File: src/rtl/three_wire_rtc_access_master_defines.svh
// Assertion macros for the three-wire RTC access master.
// Included by the top level; no other dependencies.
`ifndef THREE_WIRE_RTC_ACCESS_MASTER_DEFINES_SVH
`define THREE_WIRE_RTC_ACCESS_MASTER_DEFINES_SVH
`ifndef ASSERT_OFF
`define RTCAM_ASSERT(lbl, clk, rstn, prop, msg) \
    lbl: assert property (@(posedge clk) disable iff (!rstn) (prop)) else $error(msg);
`define RTCAM_ASSERT_IMPL(lbl, clk, rstn, ante, cons, msg) \
    lbl: assert property (@(posedge clk) disable iff (!rstn) (ante) |-> (cons)) else $error(msg);
`else
`define RTCAM_ASSERT(lbl, clk, rstn, prop, msg)
`define RTCAM_ASSERT_IMPL(lbl, clk, rstn, ante, cons, msg)
`endif
`endif

File: src/rtl/rtcam_pkg.sv
// Shared types, codes and BCD helpers for the three-wire RTC access master.
// No dependencies.
package rtcam_pkg;

    localparam logic [1:0] OP_WRITE_RAW = 2'd0;
    localparam logic [1:0] OP_WRITE_DEC = 2'd1;
    localparam logic [1:0] OP_READ_RAW  = 2'd2;
    localparam logic [1:0] OP_READ_DEC  = 2'd3;

    localparam logic [7:0] CMD_BASE  = 8'h80;
    localparam logic [7:0] CMD_READ  = 8'h01;
    localparam logic [5:0] LAST_TICK = 6'd32;
    localparam int         ITEM_W    = 15;

    // lowest bit first: start_req, opcode, reg_index, value, io_in
    typedef struct packed {
        logic       io_in;
        logic [7:0] value;
        logic [2:0] reg_index;
        logic [1:0] opcode;
        logic       start_req;
    } t_item;

    // lowest bit first: sclk, io_out, io_drive, chip_enable, busy, done, read_value
    typedef struct packed {
        logic [7:0] read_value;
        logic       done_res;
        logic       busy_res;
        logic       chip_enable;
        logic       io_drive;
        logic       io_out;
        logic       sclk;
    } t_result;

    // decimal to BCD, clamped at 99; divide by 10 via 205/2048
    function automatic logic [7:0] to_bcd(input logic [7:0] v);
        logic [6:0]  c;
        logic [14:0] prod;
        logic [3:0]  q;
        logic [6:0]  q10;
        logic [6:0]  r;
        c    = (v > 8'd99) ? 7'd99 : v[6:0];
        prod = 15'(c) * 15'd205;
        q    = prod[14:11];
        q10  = {q, 3'b000} + 7'({q, 1'b0});
        r    = c - q10;
        return {q, r[3:0]};
    endfunction

    function automatic logic [7:0] from_bcd(input logic [7:0] b);
        logic [7:0] hi;
        hi = {4'b0000, b[7:4]};
        return (hi << 3) + (hi << 1) + {4'b0000, b[3:0]};
    endfunction

endpackage

File: src/rtl/rtcam_core.sv
// Access sequencer: per-tick state update and pin/result computation.
// Depends on rtcam_pkg.
module rtcam_core (
    input  logic             i_clk,
    input  logic             i_rst_n,
    input  logic             i_en,
    input  rtcam_pkg::t_item i_item,
    output rtcam_pkg::t_result o_res
);
    import rtcam_pkg::*;

    logic [5:0] r_phase, n_phase;
    logic [1:0] r_mode,  n_mode;
    logic [7:0] r_cmd,   n_cmd;
    logic [7:0] r_data,  n_data;
    logic [7:0] r_cap,   n_cap;

    logic       idle;
    logic [1:0] mode;
    logic [7:0] cmd, dat, cap;
    logic       second, odd;

    assign idle = (r_phase == 6'd0);

    always_comb begin
        t_result res;
        res       = '0;
        res.io_drive = 1'b1;
        n_phase   = r_phase;
        n_mode    = r_mode;
        n_cmd     = r_cmd;
        n_data    = r_data;
        n_cap     = r_cap;
        mode      = r_mode;
        cmd       = r_cmd;
        dat       = r_data;
        cap       = r_cap;
        second    = r_phase[4];
        odd       = r_phase[0];

        // a start in idle latches the access and runs tick 0 at once
        if (idle) begin
            mode = i_item.opcode;
            cmd  = CMD_BASE + {4'b0000, i_item.reg_index, 1'b0}
                   + (i_item.opcode[1] ? CMD_READ : 8'h00);
            case (i_item.opcode)
                OP_WRITE_RAW: dat = i_item.value;
                OP_WRITE_DEC: dat = to_bcd(i_item.value);
                OP_READ_RAW,
                OP_READ_DEC:  dat = 8'h00;
                default:      dat = 8'h00;
            endcase
            cap = 8'h00;
        end

        if (idle && !i_item.start_req) begin
            // idle tick, pins low
        end else if (r_phase >= LAST_TICK) begin
            res.done_res = 1'b1;
            if (mode[1])
                res.read_value = (mode == OP_READ_DEC) ? from_bcd(cap) : cap;
            n_phase = 6'd0;
        end else begin
            res.chip_enable = 1'b1;
            res.busy_res    = 1'b1;
            n_mode = mode;
            n_cmd  = cmd;
            n_data = dat;
            n_cap  = cap;
            if (second && mode[1]) begin
                res.io_drive = 1'b0;
                res.sclk     = !odd;
                if (odd)
                    n_cap = {i_item.io_in, cap[7:1]};
            end else if (second) begin
                res.io_out = dat[0];
                res.sclk   = odd;
                if (odd)
                    n_data = {1'b0, dat[7:1]};
            end else begin
                res.io_out = cmd[0];
                res.sclk   = odd;
                if (odd)
                    n_cmd = {1'b0, cmd[7:1]};
            end
            n_phase = r_phase + 6'd1;
        end
        o_res = res;
    end

    always_ff @(posedge i_clk) begin
        if (!i_rst_n) begin
            r_phase <= '0;
            r_mode  <= '0;
            r_cmd   <= '0;
            r_data  <= '0;
            r_cap   <= '0;
        end else if (i_en) begin
            r_phase <= n_phase;
            r_mode  <= n_mode;
            r_cmd   <= n_cmd;
            r_data  <= n_data;
            r_cap   <= n_cap;
        end
    end

endmodule

File: src/rtl/three_wire_rtc_access_master.sv
// Three-wire RTC access master, one serial half-period tick per input transfer.
// Registered path: input register, then result register; an access spans 33 ticks
// (accepting tick to done tick). Throughput: one tick per cycle unless the output stalls.
// Rate set by the single-pass sequencer update between the two registers.
// Reset (i_rst_n low, synchronous): sequencer idle, all state zero, both stages empty.
// Depends on rtcam_pkg, rtcam_core and three_wire_rtc_access_master_defines.svh.
`include "three_wire_rtc_access_master_defines.svh"
module three_wire_rtc_access_master (
    input  logic        i_clk,
    input  logic        i_rst_n,
    input  logic        s_axis_tvalid,
    output logic        s_axis_tready,
    // start_req[0], opcode[2:1], reg_index[5:3], value[13:6], io_in[14], zero[15]
    input  logic [15:0] s_axis_tdata,
    output logic        m_axis_tvalid,
    input  logic        m_axis_tready,
    // sclk[0], io_out[1], io_drive[2], chip_enable[3], busy_res[4], done_res[5],
    // read_value[13:6], zero[15:14]
    output logic [15:0] m_axis_tdata
);
    import rtcam_pkg::*;

    logic    r_in_valid;
    t_item   r_in;
    logic    r_out_valid;
    t_result r_out;
    t_result core_res;
    logic    adv;

    assign adv           = r_in_valid && (!r_out_valid || m_axis_tready);
    assign s_axis_tready = !r_in_valid || adv;

    always_ff @(posedge i_clk) begin
        if (!i_rst_n) begin
            r_in_valid <= 1'b0;
        end else if (s_axis_tready) begin
            r_in_valid <= s_axis_tvalid;
        end
    end

    always_ff @(posedge i_clk) begin
        if (s_axis_tready && s_axis_tvalid)
            r_in <= t_item'(s_axis_tdata[ITEM_W-1:0]);
    end

    rtcam_core u_core (
        .i_clk   (i_clk),
        .i_rst_n (i_rst_n),
        .i_en    (adv),
        .i_item  (r_in),
        .o_res   (core_res)
    );

    always_ff @(posedge i_clk) begin
        if (!i_rst_n) begin
            r_out_valid <= 1'b0;
        end else if (adv) begin
            r_out_valid <= 1'b1;
        end else if (m_axis_tready) begin
            r_out_valid <= 1'b0;
        end
    end

    always_ff @(posedge i_clk) begin
        if (adv)
            r_out <= core_res;
    end

    assign m_axis_tvalid = r_out_valid;
    assign m_axis_tdata  = {2'b00, r_out};

    `RTCAM_ASSERT(a_busy_done_excl, i_clk, i_rst_n, !(r_out_valid && r_out.busy_res && r_out.done_res), "busy and done on the same tick")
    `RTCAM_ASSERT_IMPL(a_ce_means_busy, i_clk, i_rst_n, r_out_valid && r_out.chip_enable, r_out.busy_res, "chip enable outside an access")
    `RTCAM_ASSERT_IMPL(a_release_in_read, i_clk, i_rst_n, r_out_valid && !r_out.io_drive, r_out.busy_res && r_out.chip_enable && !r_out.io_out, "data line released outside read bits")
    `RTCAM_ASSERT_IMPL(a_idle_pins_low, i_clk, i_rst_n, r_out_valid && !r_out.busy_res, !r_out.sclk && !r_out.chip_enable && r_out.io_drive, "pins not parked outside an access")

endmodule
File: config.mk
export PLATFORM = sky130hd
export DESIGN_NAME = three_wire_rtc_access_master
export DESIGN_NICKNAME = d
export VERILOG_FILES = /design/src/rtl/rtcam_pkg.sv /design/src/rtl/rtcam_core.sv /design/src/rtl/three_wire_rtc_access_master.sv
export VERILOG_INCLUDE_DIRS = /design/src /design/src/rtl
export SDC_FILE = /design/constraint.sdc
export NUM_CORES = 1
export LEC_CHECK = 0
export ABC_AREA = 1
export BUFFER_PORTS_ARGS = -buffer_cell sky130_fd_sc_hd__buf_4
export CELL_PAD_IN_SITES_DETAIL_PLACEMENT = 0
export CELL_PAD_IN_SITES_GLOBAL_PLACEMENT = 1
export CORE_MARGIN = 2
export CORE_UTILIZATION = 39
export CTS_CLUSTER_SIZE = 24
export DETAILED_ROUTE_END_ITERATION = 8
export GPL_TIMING_DRIVEN = 0
export PLACE_DENSITY = 0.69
export SLEW_MARGIN = 20
export SYNTH_ARGS = -nofsm -noshare
export SYNTH_HDL_FRONTEND = slang
export SYNTH_SLANG_ARGS = --single-unit
File: constraint.sdc
create_clock -name i_clk -period 12.88 [get_ports i_clk]
set_input_delay 3.22 -clock i_clk [delete_from_list [all_inputs] [get_ports i_clk]]
set_output_delay 3.22 -clock i_clk [all_outputs]
set_load 0.01 [all_outputs]
==> results of run 1 <==
-- flip-flops by register name (all words and copies together) (netlist names) --
name	flops
u_core.r_data	8
m_axis_tdata	13
u_core.r_mode	2
u_core.r_phase	6
m_axis_tvalid	1
u_core.r_cap	8
u_core.r_cmd	8
r_in	15
r_in_valid	1
-- metal layers --
layer	vias up	GRT usage	wire length (µm)
li1	1870	-	-
met1	1648	0.2389	4875
met2	63	0.3228	4844
met3	15	0.02989	322
met4	0	0.06227	171
met5	-	0	0
-- area by class of cell --
type                            count  area (µm²)
Clock inverter                      4       22.52
Multi-Input combinational cell    370        2345
Tap cell                          140       175.2
Clock buffer                       12       145.1
Fill cell                        1089        5911
Sequential cell                    62        1521
Timing Repair Buffer               34       255.2
Buffer                             14       71.32
Inverter                           91       346.6
-- power breakdown --
group | leakage (µW) | total [µW] | switching (µW) | internal [µW]
clock network | 0.0000861 | 152 | 77.4 | 74.2
logic | 0.00172 | 199 | 124 | 74.5
registers | 0.000539 | 221 | 5.12 | 216
total | 0.00234 | 572 | 207 | 365
-- stage by stage --
stage	utilization	total power, µW	instance area (µm²)	setup slack (ps)	instances
floorplan	-	373.2	4284	6256	537
global placement	0.4368	424.5	4715	6014	711
detailed placement	0.4368	424.3	4715	6014	711
CTS	0.4524	577.0	4882	6008	727
global route	0.4524	622.4	4882	5970	727
finish	0.4524	571.9	4882	6008	727
-- critical path: stages --
cell and delay [ps]:
buf_4 110, inv_1 60, nand3_1 100, buf_4 170
-- cell usage in the layout, fill, tap and decap left out, types with 2 or more instances in the layout --
cell type,n
inv_4,2
clkbuf_1,6
o22ai_1,2
buf_2,5
a22oi_1,2
o211ai_1,6
o21ai_0,34
conb_1,2
inv_2,8
buf_4,37
inv_1,80
nor2_2,2
a21oi_1,52
nor2_4,2
nor2_1,37
o221ai_1,2
xnor2_1,3
nor2_8,2
a21oi_2,2
clkbuf_8,10
nand2_2,2
a211oi_1,7
xor2_1,3
nand2_1,112
clkinv_2,3
edfxtp_1,28
or2_2,3
ha_1,42
nand3_1,27
dfxtp_1,34
fa_1,10
-- kinds of logic (layout without fill, tap and decap cells) --
logic type	Yosys count	in the layout
flip-flops	62	62
multiplexers	1	1
AND/OR/NAND/NOR	191	191
buffers and inverters	105	155
other	1	2
AO/OA/AOI/OAI	118	118
adder cells (fa/ha/maj)	52	52
XOR/XNOR	6	6
-- how the worst min path moves through the flow --
stage / slack, ps / endpoint / cells after the start
finish: 460 / u_core.r_mode[0]$_SDFFE_PN0P_ / 2
floorplan: 440 / u_core.r_cmd[3]$_SDFFE_PN0P_ / 2
detailed placement: 450 / u_core.r_mode[0]$_SDFFE_PN0P_ / 2
CTS: 460 / u_core.r_mode[0]$_SDFFE_PN0P_ / 2
global placement: 450 / u_core.r_mode[0]$_SDFFE_PN0P_ / 2
global route: 490 / u_core.r_data[7]$_SDFFE_PN0P_ / 2
==> results.cfg, run 1 <==
[hold_path]
hp-class = register to register
min_from = u_core.r_mode[0]$_SDFFE_PN0P_

[clock_network]
cts_tree = done
cts_setup_buffers = 0
cts.clk_slew.worst_paths_ps = 70
clk_path_buf_depth = 2
cts_resized = 0
clk_latency_ps = 340
cts_made_buffers = 9
cts.sinks = 62
cts_root_buf = clkbuf_8
htreeDepth = 3
ctsHoldBuffers = 0

[floorplanning]
die_area_um2 = 11830
core_um2 = 10790
row_count = 38
initial_utilization = 0.3966
die_h_um = 108.8
ios = 38
die_x_um = 108.8

[routing]
firstDrtPassIters = 5
viasPerCell = 4.946
wl_per_cell_um = 14.05
drc = 0
postRouteWirelength_um = 10210
drtIter0Drc = 176
final_antenna_net_count = 0
dr_total_vias = 3596

[yosys]
synth_cell_types = 48
synth_top_family_by_area = simple AND/OR/NAND/NOR gates
yosysTopAreaCell = edfxtp_1
synth_area_leaders = edfxtp_1 20%, dfxtp_1 16%, ha_1 12%
synthAdderAreaFrac = 0.1695
synth-compound-area-share = 0.1619
ys_ff_latch = 62
synth_edf_count = 28
synthesis.area_um2 = 4280
yosys_warnings = 0
ys_top_cells_by_count = 112 x nand2_1, 80 x inv_1, 52 x a21oi_1
synth_top_area_share = 0.1964
synth_cells = 536
synth_area_per_cell_um2 = 7.986
synth_xor_area_frac = 0.01228
synthArstFlopShare = 0
synth-simple-area-share = 0.1999
yosysSeqAreaShare = 0.3555
synthMuxAreaShare = 0.002338
synth.most_common_cell = nand2_1
synth_ff_type = dfxtp_1

[grt]
overflow = 0
track_usage = 0.1874
grt_max_degree = 16
grt_pass1_wl_um = 17030
grt_pass1_vias = 3506
antenna_found_initial = 0

[finish]
syn_to_final_growth_pct = 14.06
diodes = 0
nNetsFinal = 654
drive_gt1_frac = 0.1482

[timing]
tns_ps = 0
fmax_mhz = 145.5
slew_viol_final = 0
rsz0062_at_grt = no
finalClockSkew_ps = 9.227
fin_crit_ps = 6872
slew_headroom = 0.5667
setup_viol = 0
fin_crit_sh = 0.5335
hold_viol_final = 0
timing.hold.ws_ps = 461.2
worst_slew_pin_slew_ps = 649.2

[placement]
io_buffer_count = 34
dp_hpwl_um = 7814
gp_congestion = 0.8370

[worst_setup_path]
reg2reg_from = r_in[8]$_DFFE_PP_
critPathLaunchType = input pin
worstSetupPathType = input pin to output port
critPathCaptureType = output port
crit_path_end = s_axis_tready
worstPathMaxFanout = 3
worstPathArrival_ps = 3650
worst_ep_required_time_ps = 9660
crit_path_start = m_axis_tready
r2r-end = u_core.r_data[1]$_SDFFE_PN0P_
reg2reg_slack_ps = 7790
ff2ff_path_depth = 24

[run_status]
outcome = complete, no violations

[pwr]
worst_ir_drop_vdd_mv = 0.06621
p_leak_uw = 0.002340
power_density_nw_per_um2 = 117.1

[job]
drv_cap = 0
No activity file was read; power rests on OpenSTA's default activity.
==> inputs of run 2 (changes only) <==
Settings changed: PLACE_DENSITY 0.69 to 0.72.
Clock period 12.88 ns to 6.18 ns, I/O delays scaled along.
==> run 2 against run 1 <==
  * Utilization is 0.20 points higher
  * Worst setup slack lost 4900 ps
  * First-iteration DRC count shrank 4.0%
  * Critical path type is now register to register
  * Largest cell class unchanged
  * Largest power group unchanged
==> results.cfg, run 2 (same netlist as run 1, synthesis figures left out) <==
[worst_setup_path]
slowest_delay_ps = 530
worstSetupPathType = register to register
critPathMostFrequentCell = inv_1
slowest_stage = fa_1
worstPathMaxFanout = 4
worst_ep_required_time_ps = 6460
critPathLaunchType = register
worstPathArrival_ps = 5360
critPathCaptureType = register

[timing]
finalClockSkew_ps = 10.95
fin_crit_sh = 0.8222
hold_viol_final = 0
setup_viol = 0
worst_slew_pin_slew_ps = 659.3
rsz0062_at_grt = no
tns_ps = 0
fin_crit_ps = 5081
slew_viol_final = 0
slew_headroom = 0.5605
fmax_mhz = 196.8

[routing]
wl_per_cell_um = 13.88
dr_total_vias = 3583
drc = 0
viasPerCell = 4.928
postRouteWirelength_um = 10090
final_antenna_net_count = 0
drtIter0Drc = 169
firstDrtPassIters = 4

[grt]
grt_pass1_wl_um = 17230
track_usage = 0.1881
grt_max_degree = 16
overflow = 0
antenna_found_initial = 0
grt_pass1_vias = 3549

[floorplanning]
initial_utilization = 0.3966
row_count = 38
ios = 38
die_area_um2 = 11830
core_um2 = 10790
die_x_um = 108.8
die_h_um = 108.8

[clock_network]
cts.sinks = 62
cts.clk_slew.worst_paths_ps = 70
cts_setup_buffers = 0
cts_tree = done
cts_resized = 0
ctsHoldBuffers = 0
htreeDepth = 3
cts_made_buffers = 9
clk_latency_ps = 350
cts_root_buf = clkbuf_8
clk_path_buf_depth = 2

[pwr]
power_density_nw_per_um2 = 249.9
p_leak_uw = 0.002341
worst_ir_drop_vdd_mv = 0.1746

[finish]
syn_to_final_growth_pct = 14.56
fin_util = 0.4543
diodes = 0
drive_gt1_frac = 0.1482
largest_reg_flops = 15
final_common_cell = nand2_1
nNetsFinal = 654
top_register = r_in
final_cell_mix = 112 x nand2_1, 80 x inv_1, 52 x a21oi_1
fill_cells = 1104
instances_no_fill = 727

[job]
drv_cap = 0

[hold_path]
hp-class = register to register

[run_status]
outcome = complete, no violations

[placement]
gp_congestion = 0.8431
place_inst = 711
io_buffer_count = 34
dp_hpwl_um = 7738
## run 2: path summary, 6_finish.rpt
check / end / slack (ps) / start / depth (start not counted)
worst max-delay path: u_core.r_data[2]$_SDFFE_PN0P_ / 1100 / r_in[8]$_DFFE_PP_ / 26
worst min-delay path: u_core.r_cmd[3]$_SDFFE_PN0P_ / 460 / u_core.r_cmd[3]$_SDFFE_PN0P_ / 2
worst max register to register: u_core.r_data[2]$_SDFFE_PN0P_ / 1100 / r_in[8]$_DFFE_PP_ / 26
worst min register to register: u_core.r_cmd[3]$_SDFFE_PN0P_ / 460 / u_core.r_cmd[3]$_SDFFE_PN0P_ / 2
## run 2: cell type report
cell class	instances	area, µm²	area share
multi-input cells	370	2345	0.4782
flip-flops and latches	62	1521	0.3103
inverters	91	346.6	0.07068
repair buffers	34	255.2	0.05205
well taps	140	175.2	0.03572
clock buffers	9	123.9	0.02526
plain buffers	14	71.32	0.01454
clock inverters	7	65.06	0.01327
## run 2: report_power, final
part           switching [µW]  internal, µW
Combinational             259           155
Sequential               10.2           451
Clock                     167           182
## run 2: per-layer routing
| layer | part of all wire | vias up | track usage |
|---|---|---|---|
| met5 | 0 | - | 0 |
| met2 | 0.48 | 49 | 0.3143 |
| met4 | 0.011 | 0 | 0.06136 |
| met3 | 0.030 | 7 | 0.03825 |
| met1 | 0.48 | 1661 | 0.2436 |
| li1 | - | 1866 | - |
## run 2: critical path: cells and delay by family, from the launching register on
family / cells / cell delay, ps
DFF: 1 / 470
and+or+nand+nor: 5 / 550
xor gates and xnor gates: 1 / 210
buffers and inverters: 6 / 340
adders and majority gates: 6 / 2260
AOI/OAI and AO/OA: 8 / 1180
## run 2: stage by stage
step | area [µm²] | worst slack (ps) | power [µW] | hold WS [ps]
2_1_floorplan | 4284 | 1636 | 777.8 | 435.7
3_3_place_gp | 4715 | 1098 | 881.9 | 448.6
4_1_cts | 4903 | 1065 | 1242 | 464.6
5_1_grt | 4903 | 655.4 | 1324 | 495.1
3_5_place_dp | 4715 | 1102 | 885.5 | 454.2
6_report | 4903 | 1099 | 1225 | 464.1
